$ cat src/design/gebd_pkg.sv
// Package for the GPIO edge binding debouncer: word types, codes, constants, helpers.
package gebd_pkg;

  localparam int SLOTS_DEF    = 8;
  localparam int MAX_BIND_PIN = 29;

  localparam logic [2:0] FN_EVENT = 3'd0;
  localparam logic [2:0] FN_ADD   = 3'd1;
  localparam logic [2:0] FN_REM   = 3'd2;
  localparam logic [2:0] FN_CLEAR = 3'd3;
  localparam logic [2:0] FN_TAKE  = 3'd4;

  localparam logic [1:0] EM_RISE   = 2'd0;
  localparam logic [1:0] EM_FALL   = 2'd1;
  localparam logic [1:0] EM_EITHER = 2'd2;

  typedef struct packed {
    logic [2:0]  func;
    logic [4:0]  pin;
    logic        rise_seen;
    logic        fall_seen;
    logic [31:0] now_ms;
    logic [1:0]  edge_mode;
    logic [31:0] debounce_time;
  } in_word_t;

  typedef struct packed {
    logic       ok;
    logic [2:0] slot_index;
    logic [7:0] fired_mask;
    logic [7:0] pending_mask;
    logic [1:0] pin_edge_mask;
  } out_word_t;

  typedef enum logic [1:0] {
    ST_IDLE,
    ST_SCAN,
    ST_FINISH
  } state_t;

  // bit0 rise, bit1 fall
  function automatic logic [1:0] mode_bits(input logic [1:0] mode);
    logic [1:0] m;
    case (mode)
      EM_RISE:   m = 2'b01;
      EM_FALL:   m = 2'b10;
      EM_EITHER: m = 2'b11;
      default:   m = 2'b00;
    endcase
    return m;
  endfunction

  function automatic logic [7:0] low8(input logic [31:0] v);
    return v[7:0];
  endfunction

  function automatic logic [2:0] low3(input logic [31:0] v);
    return v[2:0];
  endfunction

endpackage

$ cat src/design/gebd_deb_cmp.sv
// Shared debounce check: modulo 2^32 elapsed time against the slot's debounce time.
module gebd_deb_cmp (
  input  logic [31:0] now_ms,
  input  logic [31:0] last_ms,
  input  logic [31:0] deb_ms,
  output logic        pass
);

  logic [31:0] elapsed;

  assign elapsed = now_ms - last_ms;
  assign pass    = (deb_ms == 32'd0) || (elapsed >= deb_ms);

endmodule

$ cat src/design/gpio_edge_binding_debouncer.sv
// Top level of the GPIO edge binding debouncer: slot table, scan sequencer, result register.
//
// Input channel in_valid/in_ready/in_data carries one command word: an edge
// event on a pin, add or replace a binding, remove a binding, clear all
// bindings, or take the pending set. Output channel out_valid/out_ready/out_data
// returns exactly one result word per command.
// Edge event, add and remove walk the slot table one slot per cycle through a
// single subtract/compare unit: the result is loaded when the final step ends,
// which waits while the receiver stalls, and in_ready rises at that same edge.
// Clear all, take pending and the unused function codes skip the walk and go
// straight to the final step.
// in_ready is high only while the sequencer is idle.
// The result register frees the input side: a new command can be taken while
// a result waits; if the receiver still stalls when the next result is due,
// the sequencer holds in its final step until out_ready.
// Synchronous reset empties the table, clears every pending bit and drops
// out_valid.
module gpio_edge_binding_debouncer #(
  parameter int SLOTS = gebd_pkg::SLOTS_DEF
) (
  input  logic                clk,
  input  logic                rst_n,
  input  logic                in_valid,
  output logic                in_ready,
  input  gebd_pkg::in_word_t  in_data,
  output logic                out_valid,
  input  logic                out_ready,
  output gebd_pkg::out_word_t out_data
);

  import gebd_pkg::*;

  localparam int IW = (SLOTS > 1) ? $clog2(SLOTS) : 1;
  localparam logic [IW-1:0] LAST_IDX = IW'(SLOTS - 1);

  state_t st_r, st_nxt;
  in_word_t cmd_r;
  logic [IW-1:0] idx_r;

  logic [SLOTS-1:0] used_r;
  logic [SLOTS-1:0] pend_r;
  logic [4:0]  pin_r  [SLOTS];
  logic [1:0]  edge_r [SLOTS];
  logic [31:0] deb_r  [SLOTS];
  logic [31:0] last_r [SLOTS];

  logic          hit_r, free_r;
  logic [IW-1:0] hit_idx_r, free_idx_r;
  logic [1:0]    acc_all_r, acc_rest_r;
  logic [SLOTS-1:0] fired_r;

  out_word_t out_r;
  logic      out_valid_r;

  logic in_acc, scan_en, fin_go, out_free;
  logic on_pin, edge_hit, deb_pass;
  logic [1:0] cur_mb;

  logic          add_ok;
  logic [IW-1:0] add_slot;
  logic [SLOTS-1:0] new_used, new_pend;
  out_word_t res;

  assign out_free = !out_valid_r || out_ready;
  assign in_acc   = in_valid && in_ready;

  // next state
  always_comb begin
    st_nxt = st_r;
    case (st_r)
      ST_IDLE: begin
        if (in_valid) begin
          if (in_data.func inside {FN_EVENT, FN_ADD, FN_REM}) begin
            st_nxt = ST_SCAN;
          end else begin
            st_nxt = ST_FINISH;
          end
        end
      end
      ST_SCAN: begin
        if (idx_r == LAST_IDX) st_nxt = ST_FINISH;
      end
      ST_FINISH: begin
        if (out_free) st_nxt = ST_IDLE;
      end
      default: st_nxt = ST_IDLE;
    endcase
  end

  // sequencer outputs
  always_comb begin
    in_ready = 1'b0;
    scan_en  = 1'b0;
    fin_go   = 1'b0;
    case (st_r)
      ST_IDLE:   in_ready = 1'b1;
      ST_SCAN:   scan_en  = 1'b1;
      ST_FINISH: fin_go   = out_free;
      default: ;
    endcase
  end

  // per-slot view for the scan
  assign cur_mb   = mode_bits(edge_r[idx_r]);
  assign on_pin   = used_r[idx_r] && (pin_r[idx_r] == cmd_r.pin);
  assign edge_hit = |(cur_mb & {cmd_r.fall_seen, cmd_r.rise_seen});

  gebd_deb_cmp u_deb (
    .now_ms  (cmd_r.now_ms),
    .last_ms (last_r[idx_r]),
    .deb_ms  (deb_r[idx_r]),
    .pass    (deb_pass)
  );

  // final step: table update and result word
  always_comb begin
    add_ok   = (cmd_r.pin <= 5'(MAX_BIND_PIN)) && (hit_r || free_r);
    add_slot = hit_r ? hit_idx_r : free_idx_r;
    new_used = used_r;
    new_pend = pend_r;
    res      = '0;
    res.ok   = 1'b1;
    case (cmd_r.func)
      FN_EVENT: begin
        res.fired_mask = low8(32'(fired_r));
      end
      FN_ADD: begin
        if (add_ok) begin
          new_used[add_slot] = 1'b1;
          new_pend[add_slot] = 1'b0;
          res.slot_index     = low3(32'(add_slot));
          res.pin_edge_mask  = acc_rest_r | mode_bits(cmd_r.edge_mode);
        end else begin
          res.ok             = 1'b0;
          res.pin_edge_mask  = acc_all_r;
        end
      end
      FN_REM: begin
        if (hit_r) begin
          new_used[hit_idx_r] = 1'b0;
          new_pend[hit_idx_r] = 1'b0;
          res.slot_index      = low3(32'(hit_idx_r));
        end else begin
          res.ok = 1'b0;
        end
        res.pin_edge_mask = acc_rest_r;
      end
      FN_CLEAR: begin
        new_used = '0;
        new_pend = '0;
      end
      FN_TAKE: begin
        new_pend = '0;
      end
      default: ;
    endcase
    if (cmd_r.func == FN_TAKE) begin
      res.pending_mask = low8(32'(used_r & pend_r));
    end else begin
      res.pending_mask = low8(32'(new_used & new_pend));
    end
  end

  always_ff @(posedge clk) begin
    if (!rst_n) begin
      st_r        <= ST_IDLE;
      used_r      <= '0;
      pend_r      <= '0;
      out_valid_r <= 1'b0;
    end else begin
      st_r <= st_nxt;
      if (scan_en && cmd_r.func == FN_EVENT && on_pin && edge_hit && deb_pass) begin
        pend_r[idx_r] <= 1'b1;
      end
      if (fin_go) begin
        used_r      <= new_used;
        pend_r      <= new_pend;
        out_valid_r <= 1'b1;
      end else if (out_ready) begin
        out_valid_r <= 1'b0;
      end
    end
  end

  // scan bookkeeping and slot payload
  always_ff @(posedge clk) begin
    if (in_acc) begin
      cmd_r      <= in_data;
      idx_r      <= '0;
      hit_r      <= 1'b0;
      free_r     <= 1'b0;
      hit_idx_r  <= '0;
      free_idx_r <= '0;
      acc_all_r  <= '0;
      acc_rest_r <= '0;
      fired_r    <= '0;
    end
    if (scan_en) begin
      if (idx_r != LAST_IDX) idx_r <= idx_r + IW'(1);
      if (on_pin) begin
        acc_all_r <= acc_all_r | cur_mb;
        if (!hit_r) begin
          hit_r     <= 1'b1;
          hit_idx_r <= idx_r;
        end else begin
          acc_rest_r <= acc_rest_r | cur_mb;
        end
      end
      if (!used_r[idx_r] && !free_r) begin
        free_r     <= 1'b1;
        free_idx_r <= idx_r;
      end
      if (cmd_r.func == FN_EVENT && on_pin && edge_hit && deb_pass) begin
        last_r[idx_r] <= cmd_r.now_ms;
        if (!pend_r[idx_r]) fired_r[idx_r] <= 1'b1;
      end
    end
    if (fin_go) begin
      out_r <= res;
      if (cmd_r.func == FN_ADD && add_ok) begin
        pin_r[add_slot]  <= cmd_r.pin;
        edge_r[add_slot] <= cmd_r.edge_mode;
        deb_r[add_slot]  <= cmd_r.debounce_time;
        last_r[add_slot] <= 32'd0;
      end
    end
  end

  assign out_valid = out_valid_r;
  assign out_data  = out_r;

  a_fin_loads: assert property (@(posedge clk) disable iff (!rst_n)
    fin_go |=> out_valid)
    else $error("result not presented after final step");

  a_scan_ends: assert property (@(posedge clk) disable iff (!rst_n)
    (st_r == ST_SCAN && idx_r == LAST_IDX) |=> (st_r == ST_FINISH))
    else $error("scan did not end after last slot");

  a_fired_pending: assert property (@(posedge clk) disable iff (!rst_n)
    (st_r == ST_FINISH) |-> ((fired_r & ~pend_r) == '0))
    else $error("fired slot not pending");

  a_hit_used: assert property (@(posedge clk) disable iff (!rst_n)
    (st_r == ST_SCAN && hit_r) |-> used_r[hit_idx_r])
    else $error("matched slot not in use");

endmodule

$ cat config.mk
export PLATFORM = sky130hd
export DESIGN_NAME = gpio_edge_binding_debouncer
export DESIGN_NICKNAME = d
export VERILOG_FILES = /design/src/design/gebd_pkg.sv /design/src/design/gebd_deb_cmp.sv /design/src/design/gpio_edge_binding_debouncer.sv
export SDC_FILE = /design/constraint.sdc
export NUM_CORES = 1
export LEC_CHECK = 0
export BUFFER_PORTS_ARGS = -buffer_cell sky130_fd_sc_hd__clkbuf_2
export CAP_MARGIN = 25
export CORE_MARGIN = 4
export CORE_UTILIZATION = 53
export DETAILED_ROUTE_END_ITERATION = 6
export GPL_TIMING_DRIVEN = 1
export HOLD_SLACK_MARGIN = 0.06
export PLACE_DENSITY_LB_ADDON = 0.15
export SETUP_SLACK_MARGIN = 0.4
export SYNTH_ARGS = -nofsm -noshare
export SYNTH_HDL_FRONTEND = slang
export SYNTH_SLANG_ARGS = --single-unit
$ cat constraint.sdc
create_clock -name clk -period 11.9 [get_ports clk]
set_input_delay 2.38 -clock clk [delete_from_list [all_inputs] [get_ports clk]]
set_output_delay 2.38 -clock clk [all_outputs]
set_load 0.01 [all_outputs]
=== After elaboration in Yosys (flattened, before gate mapping) ===
Memories as Yosys holds them, arrays and structs flattened. A register that Yosys moved wholly into a read port is not among the register bits.
Cells that the tools add are included.

* Add/subtract/negate cells: 2
* Magnitude comparators: 8
* Equal/unequal tests: 18
* Mux-type cells: 78
* Bitwise logic cells: 14
* Reductions and logical operators: 34

{| class="wikitable"
|+ Operator list
! kind !! number
|-
| 8-bit two-way mux || 11
|-
| 8-bit case mux with 3 select lines || 2
|-
| 3-bit two-way mux || 14
|-
| 8-bit AND || 5
|-
| 32-bit greater-or-equal comparator || 1
|-
| 32-bit zero test || 1
|-
| 32-bit two-way mux || 1
|-
| 32-bit OR reduction || 1
|-
| 32-bit subtractor || 1
|-
| 2-bit two-way mux || 14
|-
| 1-bit two-way mux || 26
|-
| 8-bit OR || 3
|-
| 2-bit case mux with 3 select lines || 3
|-
| 8-bit inverter || 2
|-
| 1-bit logical AND || 15
|-
| 3-bit by 4-bit < comparator with 1-bit output (second input constant) || 3
|-
| 1-bit demux with 3-bit select || 3
|-
| 3-bit by 2-bit == test with 1-bit output (second input constant) || 3
|-
| 3-bit by 1-bit greater-or-equal comparator with 1-bit output (second input constant) || 3
|-
| 4-bit case mux with 2 select lines || 1
|-
| 1-bit binary-select mux with 3-bit select || 2
|-
| 2-bit by 1-bit == test with 1-bit output (second input constant) || 3
|-
| 2-bit == test (second input constant) || 3
|-
| 3-bit by 1-bit == test with 1-bit output (second input constant) || 2
|-
| other kinds (17) || 31
|}

* Register bits after elaboration: 140
* Memory bits (writable): 568
* Input bits: 80
* Output and inout bits: 24
* Logic and storage cells: 182
* Memories kept: 4

{| class="wikitable"
|+ Memories
! name !! depth !! bits a word !! rd ports !! clocked after memory_dff !! wr ports !! RTL line !! RTL
|-
| deb_r || 8 || 32 || 1 || 1 || 1 || gpio_edge_binding_debouncer.sv:44 || <nowiki>logic [31:0] deb_r [SLOTS];</nowiki>
|-
| last_r || 8 || 32 || 1 || 1 || 1 || gpio_edge_binding_debouncer.sv:45 || <nowiki>logic [31:0] last_r [SLOTS];</nowiki>
|-
| pin_r || 8 || 5 || 1 || 1 || 1 || gpio_edge_binding_debouncer.sv:42 || <nowiki>logic [4:0] pin_r [SLOTS];</nowiki>
|-
| edge_r || 8 || 2 || 1 || 1 || 1 || gpio_edge_binding_debouncer.sv:43 || <nowiki>logic [1:0] edge_r [SLOTS];</nowiki>
|}

=== Longest topological paths before layout ===
Gate-level depths: netlist of run 1.

* Depth after elaboration: 11
* Depth in mapped cells: 31
* Gate-level depth less buffers: 23

=== By module ===
Synthesis of run 1 repeated with hierarchy kept, for this count alone.

* Cells, all modules: 1939
* Area total of the unflattened synthesis: 28985.3 um^2

{| class="wikitable"
|+ By module, submodules not included
! module !! instances !! cells each !! area each (um^2) !! seq. area each (um^2)
|-
| gpio_edge_binding_debouncer || 1 || 1539 || 26258.9 || 20840.0
|-
| gebd_deb_cmp || 1 || 400 || 2726.4 || 0.0
|}

=== Least setup slack after synthesis of run 1 ===
OpenSTA, ideal clock, no wires.

* Kind: register -> register
* Start point: register idx_r[0]
* End point: memory last_r[3][0], enable pin
* Library setup time: 0.511 ns
* Arrival: 8.496 ns
* Data required time: 11.389 ns
* Slack: 2.893 ns
* Stages on the path, launching flop included: 30
* Path buffers: 7
* Clock period less this slack: 9.007 ns
* Path through: dfxtp_1 -> buf_4 -> buf_6 -> buf_6 -> buf_2 -> buf_2 -> nand2b_1 -> nor2_1 -> clkbuf_1 -> buf_1 -> a22oi_1 -> nand3_1 -> ha_1 -> inv_1 -> fa_1 -> a211oi_1 -> o21bai_1 -> a32o_1 -> a21o_1 -> a41oi_1 -> o21ai_0 -> a21o_1 -> xor2_1 -> ha_1 -> nand4_1 -> nor2_1 -> nand2_1 -> o2111ai_1 -> nor2_2 -> o41ai_1

* Cells in the longest elaborated chain, start to end: 10
* Elaborated cells on any way between the ends: 11
* Classes of those cells: mux: 7; reduce/logical: 4

{| class="wikitable"
|+ RTL lines
! what !! RTL line !! RTL
|-
| from (decl) || gpio_edge_binding_debouncer.sv:38 || <nowiki>logic [IW-1:0] idx_r;</nowiki>
|-
| from (signal assigned) || gpio_edge_binding_debouncer.sv:199 || <nowiki>if (idx_r != LAST_IDX) idx_r <= idx_r + IW'(1);</nowiki>
|-
| 1-bit binary-select mux with 3-bit select || gpio_edge_binding_debouncer.sv:105 || <nowiki>assign on_pin = used_r[idx_r] && (pin_r[idx_r] == cmd_r.pin);</nowiki>
|-
| 1-bit two-way mux (implied by the code) || gpio_edge_binding_debouncer.sv:105 ||
|-
| 1-bit logical AND || gpio_edge_binding_debouncer.sv:105 ||
|-
| 1-bit logical AND (3 in a row) || gpio_edge_binding_debouncer.sv:213 || <nowiki>if (cmd_r.func == FN_EVENT && on_pin && edge_hit && deb_pass) begin</nowiki>
|-
| 1-bit two-way mux || gpio_edge_binding_debouncer.sv:213 ||
|-
| 1-bit two-way mux || gpio_edge_binding_debouncer.sv:198 || <nowiki>if (scan_en) begin</nowiki>
|-
| 1-bit two-way mux (implied by the code) || gpio_edge_binding_debouncer.sv:214 || <nowiki>last_r[idx_r] <= cmd_r.now_ms;</nowiki>
|-
| 1-bit two-way mux (no source line) || n/a ||
|-
| to (decl) || gpio_edge_binding_debouncer.sv:45 ||
|}

Several ways; a longest one is shown, not always the timed one. The select of a mux whose other input is x is not followed.

=== Worst setup path after layout of run 1 ===
* Start point: register idx_r[2]
* End point: memory last_r[4][15], enable pin

The elaborated chain is that of the path after synthesis.

==> results of run 1 <==
## critical path: stages (launching register included)
cell and delay [ps]:
dfxtp_4 860, buf_4 640, nor2_2 80, buf_4 290, a221oi_1 360, and3_1 230, ha_1 310, and3_1 220
and3_1 190, a21boi_0 160, nor3_1 450, nor2_1 200, a211oi_1 560, o21bai_1 180, xnor2_1 160, ha_1 300
nand4_1 140, nor2_1 200, nand2_1 70, o2111ai_1 390, nor2_2 150, buf_8 200, o41ai_2 270, buf_4 550
## cell usage after synthesis (all sizes together) (5+ instances only)
cell type | number | area share [%]
nand2b | 12 | 0.26
a221oi | 50 | 1.5
o21ai | 60 | 1.0
and2 | 53 | 1.1
a211oi | 6 | 0.15
clkbuf | 50 | 0.64
a32o | 5 | 0.17
a21boi | 10 | 0.26
nor3b | 6 | 0.17
a221o | 10 | 0.34
and3 | 32 | 0.68
dfxtp | 42 | 2.9
mux2 | 35 | 1.3
nor2b | 16 | 0.34
inv | 17 | 0.22
nand3 | 18 | 0.31
a21o | 30 | 0.77
nor2 | 58 | 0.75
o22a | 5 | 0.15
o31ai | 17 | 0.50
a31oi | 7 | 0.15
nand2 | 86 | 1.1
xnor2 | 17 | 0.51
a22oi | 92 | 2.4
mux2i | 32 | 1.1
nand4 | 16 | 0.34
o211ai | 5 | 0.13
a22o | 39 | 1.2
nor3 | 14 | 0.24
mux4 | 38 | 2.9
ha | 66 | 2.8
edfxtp | 666 | 68
o21bai | 7 | 0.18
o41ai | 7 | 0.35
a21oi | 67 | 1.1
buf | 42 | 0.91
o21a | 18 | 0.46
xor2 | 18 | 0.54
## power breakdown
group          internal, mW  switching, mW
Combinational         0.256          0.406
Sequential             2.76         0.0479
Clock                  1.36          0.937
Total                  4.38           1.39
## registers in the layout, indices dropped and copies added (netlist names), 3 cells and up
name	cells
pin_r	40
idx_r	3
cmd_r	76
out_data	22
edge_r	16
fired_r	8
deb_r	256
used_r	8
last_r	256
pend_r	8
hit_idx_r	3
free_idx_r	3
## cell families (layout without fill, tap and decap cells)
family	count (synthesis)	in the layout	share of synthesized area, %
simple gates	335	335	6.11
other cells	0	1	0
compound gates	464	464	11.7
xor+xnor	35	35	1.05
buf+inv	109	290	1.77
fa+ha+maj	67	67	2.89
mux	105	105	5.36
flops	708	708	71.1
## per-layer routing
metal / share of wire [%] / vias to the layer above / global-route usage, %
met3: 7.4 / 138 / 4.25
met1: 43 / 8750 / 35.5
met4: 2.7 / 0 / 6.91
met5: 0 / - / 0
met2: 47 / 729 / 38.8
li1: - / 7615 / -
## worst max-delay path by stage
stage | from | end | slack, ps | cells past startpoint
CTS | idx_r[2]$_DFF_P_ | last_r[4][15]$_DFFE_PP_ | 4120 | 22
detailed placement | idx_r[2]$_DFF_P_ | last_r[4][19]$_DFFE_PP_ | 4170 | 22
global placement | idx_r[2]$_DFF_P_ | last_r[4][25]$_DFFE_PP_ | 4230 | 22
finish | idx_r[2]$_DFF_P_ | last_r[4][15]$_DFFE_PP_ | 4260 | 23
global route | idx_r[2]$_DFF_P_ | last_r[4][18]$_DFFE_PP_ | 3980 | 23
floorplan | idx_r[0]$_DFF_P_ | last_r[3][0]$_DFFE_PP_ | 2890 | 29
## cell type report
class / instances / share of cell area, %
inverter: 17 / 0.200
clock inverter: 36 / 1.12
sequential: 708 / 63.0
multi-input combinational: 1006 / 24.4
antenna: 1 / 0.00757
timing repair buffer: 139 / 2.40
clock buffer: 98 / 6.25
tap: 696 / 2.63
==> reports/qor.txt, run 1 <==
status: finished, final reports clean
non-filler cells, final: 2,701
dpl cells: 2,565
Post-Syn Area per Cell: 16.1 sq um
endpoints failing hold: 0
I/O Pins: 104
Unique masters post-synth: 80
clock-pin slew on the worst setup and hold paths: 60 ps
layout cells sized above 1: 18.3%
worst-path fanout max: 54
Post-Syn Area: 0.0293 sq mm
post-synthesis sequential area ratio: 71.1%
commonest non-fill, non-tap cells in the layout: edfxtp_1, clkbuf_2, a22oi_1
Post-Synthesis Net Count: 1,970
maximum capacitance violations: 0
Crit. End Element: flip-flop
final hold slack: 455 ps
antenna violations before repair: 1
final WL: 72,800 um
largest net degree at the start of global routing: 55
Critical Path Source Type: flip-flop
Core ar.: 0.0542 sq mm
H-Tree Depth: 3
worst r2r path cells: 23
Reg-to-Reg End: last_r[4][15]$_DFFE_PP_
die outline area: 0.0591 sq mm
CP arrival: 7870 ps
CTS tree: built
commonest non-fill, non-tap cell in the layout: edfxtp_1
Reg area: 0.0209 sq mm
Row Count: 85
setup_tns: 0 ps
gpl congestion: 0.902
PwrDens: 174 mW/mm^2
drt initial violations: 1,897
Reg2Reg Setup Slack: 4260 ps
clk_lat worst skew: 620 ps
Synth Instances: 1,823
initial core utilization: 54.0%
Clock Path Buffers: 3
Hold Buf Count CTS: 0
Syn. warnings: 0
Async SR Flop Fraction: 0%
HP Class: reg2reg
DR vias/cell: 6.38
FF+latch count, synth: 708
flip-flop cell with the highest count after synthesis: edfxtp_1
P_leak: 11.2 nW
VDD IR max: 0.000127 V
die width: 243 um
hold endpoint: fired_r[0]$_DFF_P_
Die Y-Extent: 243 um
HPWL after DPL: 44,300 um
max-slew violations: 0
total iterations of the first detailed-routing run: 6
# DRC: 0
first-pass GRT wire length: 109,000 um
post-CTS sizing: 0
clock tree sinks: 708
Reg-to-Reg Start: idx_r[2]$_DFF_P_
unrepaired setup endpoints after global routing: no
Clock Skews: 33.3 ps
worst-margin pin slew: 1060 ps
total power: 5.77 mW
kind of critical path: reg2reg
PortBufs: 103
total track usage: 24.5%
Hold Path Origin: fired_r[0]$_DFF_P_
Setup-failing EPs final: 0
total CTS buffers: 74
routed len/inst: 26.9 um
Synth-to-Final Area Change: 12.9%
Worst EP required: 12,130 ps
Net count, final: 2,093
Root Driver: clkbuf_16
period utilization: 64.2%
fillcell total: 4,014
post-route antenna net violation count: 0
Area after DPL: 0.0306 sq mm
final core utilization: 61.0%
Slew HR: 29.3%
DR vias: 17,200
post-CTS setup buffers: 0
pre-CTS WS: 4170 ps
vias in the first global route: 17,200
grt ovf: 0
hold path depth: 2
f_max: 131 MHz
EDFF count, synth: 666
Final Worst Setup Slack: 4260 ps
design area: 0.0331 sq mm
area occupied by multi-input gates: 0.00806 sq mm
minimum clock period: 7640 ps
No activity file was read; power rests on OpenSTA's default activity.
==> inputs of run 2 (changes only) <==
clock period = 6.4 ns   (was 11.9 ns; I/O delays follow)
==> run 2 against run 1 <==
  * Sequential share of layout area decreased by 1.4 points
  * Combinational power increased by 100%
  * Clock-buffer cell count increased by 6
  * Via count increased by 0.44%
  * Core utilization increased by 1.3 points
  * Critical path depth increased by 5
  * Register-to-register slack got worse by 3700 ps
  * Sequential power increased by 85%
  * Hold slack got worse by 3.5 ps
  * Maximum frequency increased by 31%
  * Final area increased by 2.2%
  * Setup slack got worse by 3700 ps
  * Critical path type unchanged
  * Largest power group unchanged
  * Highest routed layer unchanged
==> reports/qor.txt, run 2 (synthesis gave the netlist of run 1 again) <==
Reg2Reg Setup Slack: 570 ps
first-pass GRT wire length: 110,000 um
Reg-to-Reg Start: idx_r[1]$_DFF_P_
Ant. Diodes: 0
Slew HR: 33.6%
commonest non-fill, non-tap cell in the layout: edfxtp_1
Hold Buf Count CTS: 0
Critical-path top delay cell: dfxtp_4
P_leak: 11.5 nW
drt initial violations: 1,610
gpl congestion: 0.870
Clock Skews: 22.6 ps
HPWL after DPL: 45,400 um
Worst EP required: 6760 ps
VDD IR max: 0.000250 V
initial core utilization: 54.0%
net switching power: 2.57 mW
status: finished, final reports clean
PortBufs: 103
total CTS buffers: 74
clock tree sinks: 708
maximum capacitance violations: 0
GR Util met1: 36.0%
layout cells sized above 1: 20.7%
CTS tree: built
fillcell total: 3,914
Setup-failing EPs final: 0
worst setup path endpoint: last_r[5][25]$_DFFE_PP_
DR vias: 17,300
endpoints failing hold: 0
HP Class: reg2reg
period utilization: 91.1%
worst-path fanout max: 16
DR vias/cell: 6.32
Critical Path Source Type: flip-flop
Top Registers: deb_r (256), last_r (256), cmd_r (76)
worst-margin pin slew: 994 ps
f_max: 171 MHz
Row Count: 85
final core utilization: 62.3%
final WL: 73,300 um
met2 GRT Util: 39.5%
Clock Power Share: 39.0%
clk_lat worst skew: 620 ps
worst r2r path cells: 28
Die Y-Extent: 243 um
Worst Setup SP: idx_r[1]$_DFF_P_
H-Tree Depth: 3
Synth-to-Final Area Change: 15.3%
Switching Fraction: 23.9%
internal power: 8.18 mW
kind of critical path: reg2reg
Reg-to-Reg End: last_r[5][25]$_DFFE_PP_
die width: 243 um
Flop pwr share: 48.4%
routed len/inst: 26.8 um
setup_tns: 0 ps
share of total power in combinational logic: 12.5%
PwrDens: 318 mW/mm^2
grt ovf: 0
total iterations of the first detailed-routing run: 5
total track usage: 24.6%
antenna violations before repair: 0
clock-pin slew on the worst setup and hold paths: 60 ps
max-slew violations: 0
post-route antenna net violation count: 0
largest net degree at the start of global routing: 55
met3 GRT Util: 4.01%
vias in the first global route: 17,300
commonest non-fill, non-tap cells in the layout: edfxtp_1, clkbuf_2, a22oi_1
Largest stage delay, worst path: 460 ps
# DRC: 0
Crit. End Element: flip-flop
unrepaired setup endpoints after global routing: no
Net count, final: 2,131
Clock Path Buffers: 3
die outline area: 0.0591 sq mm
Root Driver: clkbuf_16
Hold Path Origin: fired_r[0]$_DFF_P_
CP arrival: 6190 ps
GRT Max-Usage Layer: met2
I/O Pins: 104
Core ar.: 0.0542 sq mm
minimum clock period: 5830 ps
[run 2: per-stage QoR]
stage          setup WS, ps  cell area, sq um  hold slack [ps]  power [mW]  instances
6_report                567             33800              452        10.8       2737
4_1_cts                 400             33600              455        10.8       2728
2_1_floorplan           138             29700              417        6.19       1823
3_5_place_dp            398             31100              443        6.57       2587
5_1_grt                 373             33800              493        11.2       2737
3_3_place_gp            472             31100              443        6.56       2587
[run 2: cell type report]
class	instances	area, sq um	share of cell area, %
multi-input cells	1006	8310	24.6
repair buffers	177	1330	3.92
well taps	696	871	2.58
clock inverters	29	294	0.870
inverters	17	66.3	0.196
clock buffers	104	2080	6.17
flip-flops and latches	708	20900	61.7
[run 2: worst min path at each step]
stage / slack [ps] / to / cells after the start
2_1_floorplan: 420 / fired_r[3]$_DFF_P_ / 2
3_3_place_gp: 440 / fired_r[0]$_DFF_P_ / 2
3_5_place_dp: 440 / fired_r[0]$_DFF_P_ / 2
4_1_cts: 460 / fired_r[0]$_DFF_P_ / 2
5_1_grt: 490 / fired_r[7]$_DFF_P_ / 2
6_report: 450 / fired_r[0]$_DFF_P_ / 2
[run 2: metal layers]
layer | up-vias | wire length (um)
li1 | 7684 | -
met1 | 8867 | 31900
met2 | 652 | 35100
met3 | 104 | 4950
met4 | 0 | 1440
met5 | - | 0
[run 2: timing repair]
item                                    CTS  global route
endpoints found under the setup margin   96           256
setup buffers                             7             7
gates cloned                              1             1
resized for setup                         6            16
pin swaps                                 3             8
[run 2: critical path, delay by kind of cell (launching register included)]
family,cells,cell delay (ps)
compound gates,13,2150
xor+xnor,1,240
fa+ha+maj,3,890
buf+inv,7,1090
flops,1,460
simple gates,4,710
[run 2: power groups by stage]
stage / Combinational (mW) / Clock (mW) / Sequential (mW)
2_1_floorplan: 0.924 / 0 / 5.27
3_3_place_gp: 1.25 / 0 / 5.30
3_5_place_dp: 1.27 / 0 / 5.30
4_1_cts: 1.30 / 4.27 / 5.21
5_1_grt: 1.47 / 4.50 / 5.21
6_report: 1.35 / 4.20 / 5.21
==> inputs of run 3 (changes only) <==
RECOVER_POWER = 100   (was unset)
==> run 3 against run 2 <==
  * Global-route usage stayed put
  * The flow now finishes with violations (max-capacitance violations, max-slew violations)
  * Maximum frequency is 2.7% lower
  * Non-clock buffer count unchanged
  * Routed wire length increased by 0.14%
  * Largest cell class unchanged
  * Setup slack got worse by 160 ps
  * Critical path depth decreased by 2
  * Clock-buffer cell count unchanged
  * Cell count did not move
==> reports/qor.txt, run 3 (synthesis gave the netlist of run 1 again) <==
status: complete, but fails checks
failing checks: max-capacitance violations, max-slew violations
Worst EP required: 6720 ps
Setup-failing EPs final: 0
Hold Buf Count CTS: 0
first-pass GRT wire length: 110,000 um
f_max: 167 MHz
HPWL after DPL: 45,400 um
kind of critical path: reg2reg
Final Worst Setup Slack: 402 ps
Reg area: 0.0209 sq mm
minimum clock period: 6000 ps
grt ovf: 0
setup_tns: 0 ps
antenna violations before repair: 0
maximum capacitance violations: 8
VDD IR max: 0.000250 V
Root Driver: clkbuf_16
PwrDens: 319 mW/mm^2
final WL: 73,400 um
I/O Pins: 104
Clock Skews: 22.1 ps
period utilization: 93.7%
layout cells sized above 1: 18.4%
HP Class: reg2reg
die width: 243 um
clock tree sinks: 708
largest net degree at the start of global routing: 55
worst-path fanout max: 16
CTS tree: built
clock-pin slew on the worst setup and hold paths: 60 ps
Net count, final: 2,131
Core ar.: 0.0542 sq mm
area occupied by multi-input gates: 0.00825 sq mm
vias in the first global route: 17,300
DR vias: 17,300
commonest non-fill, non-tap cell in the layout: edfxtp_1
clk_lat worst skew: 620 ps
Ant. Diodes: 0
# DRC: 0
unrepaired setup endpoints after global routing: no
total iterations of the first detailed-routing run: 7
max-slew violations: 229
Synth-to-Final Area Change: 14.8%
Top Registers: deb_r (256), last_r (256), cmd_r (76)
total track usage: 24.6%
endpoints failing hold: 0
drt initial violations: 1,647
Slew HR: -46.5%
gpl congestion: 0.870
H-Tree Depth: 3
fillcell total: 3,950
Clock Path Buffers: 3
Critical Path Source Type: flip-flop
total CTS buffers: 74
PortBufs: 103
pre-CTS WS: 398 ps
worst-margin pin slew: 2190 ps
initial core utilization: 54.0%
routed len/inst: 26.8 um
P_leak: 11.4 nW
final core utilization: 62.0%
Crit. End Element: flip-flop
CP arrival: 6310 ps
die outline area: 0.0591 sq mm
Die Y-Extent: 243 um
Row Count: 85
DR vias/cell: 6.32
commonest non-fill, non-tap cells in the layout: edfxtp_1, a22oi_1, nand2_1
post-route antenna net violation count: 0
==> run 3: cell types whose count changed in the layout (fill, tap and decap cells not counted), sizes merged <==
| cell | previous run | this run |
|---|---|---|
| clkinv | 22 | 24 |
| clkbuf | 208 | 220 |
| clkinvlp | 1 | 2 |
| inv | 17 | 14 |
| buf | 72 | 60 |
==> run 3: what timing repair did <==
item,CTS,global route
gates resized for setup,6,16
buffers inserted,7,7
gates cloned,1,1
endpoints found under the hold margin,0,0
endpoints found under the setup margin,96,256
pin swaps,3,8
==> run 3: routing by layer <==
| metal | track usage [%] | up-vias | share of wire [%] |
|---|---|---|---|
| met5 | 0 | - | 0 |
| met4 | 5.42 | 0 | 2.0 |
| met3 | 4.01 | 111 | 6.5 |
| met2 | 39.5 | 632 | 48 |
| met1 | 36.0 | 8887 | 44 |
| li1 | - | 7678 | - |
==> run 3: worst paths after layout <==
| check | from | to | slack (ps) | cells after the start |
|---|---|---|---|---|
| setup / recovery | idx_r[1]$_DFF_P_ | last_r[5][26]$_DFFE_PP_ | 400 | 26 |
| hold / removal | fired_r[0]$_DFF_P_ | fired_r[0]$_DFF_P_ | 450 | 2 |
| setup reg to reg | idx_r[1]$_DFF_P_ | last_r[5][26]$_DFFE_PP_ | 400 | 26 |
| hold reg to reg | fired_r[0]$_DFF_P_ | fired_r[0]$_DFF_P_ | 450 | 2 |
==> run 3: final cells by class <==
cell class,instances,share of cell area (%)
clock buffer,104,6.19
clock inverter,29,0.874
inverter,17,0.193
multi-input combinational,1006,24.5
sequential,708,62.0
tap,696,2.59
timing repair buffer,177,3.66
==> run 3: through the flow <==
stage | hold WS, ps | power, mW | instance area, sq um | std cells
6_report | 454 | 10.7 | 33700 | 2737
5_1_grt | 495 | 11.2 | 33700 | 2737
4_1_cts | 455 | 10.8 | 33600 | 2728
3_5_place_dp | 443 | 6.57 | 31100 | 2587
3_3_place_gp | 443 | 6.56 | 31100 | 2587
2_1_floorplan | 417 | 6.19 | 29700 | 1823
==> run 3: critical path, cell delays in order, from the launching register on <==
cell       delay, ps
dfxtp_4          450
nor3b_4          300
buf_12           190
buf_4            190
a22oi_2           90
nand3_1           90
ha_2             200
inv_2             40
fa_2             370
a211oi_2         190
o21bai_1         120
a32o_2           280
a21oi_4          210
o2111ai_2        180
a31oi_1          220
o21bai_1         120
xor2_1           160
ha_1             310
nand4_1          140
nor2_2           150
nand2_1           70
o2111ai_1        490
nor2_4            90
buf_12           190
o41ai_4          290
buf_4            200
bufbuf_16        320
==> run 3: power breakdown <==
part | internal (mW) | switching (mW) | total (mW)
sequential | 5.14 | 0.0699 | 5.21
clock | 2.51 | 1.69 | 4.20
combinational | 0.528 | 0.803 | 1.33
total | 8.18 | 2.57 | 10.7
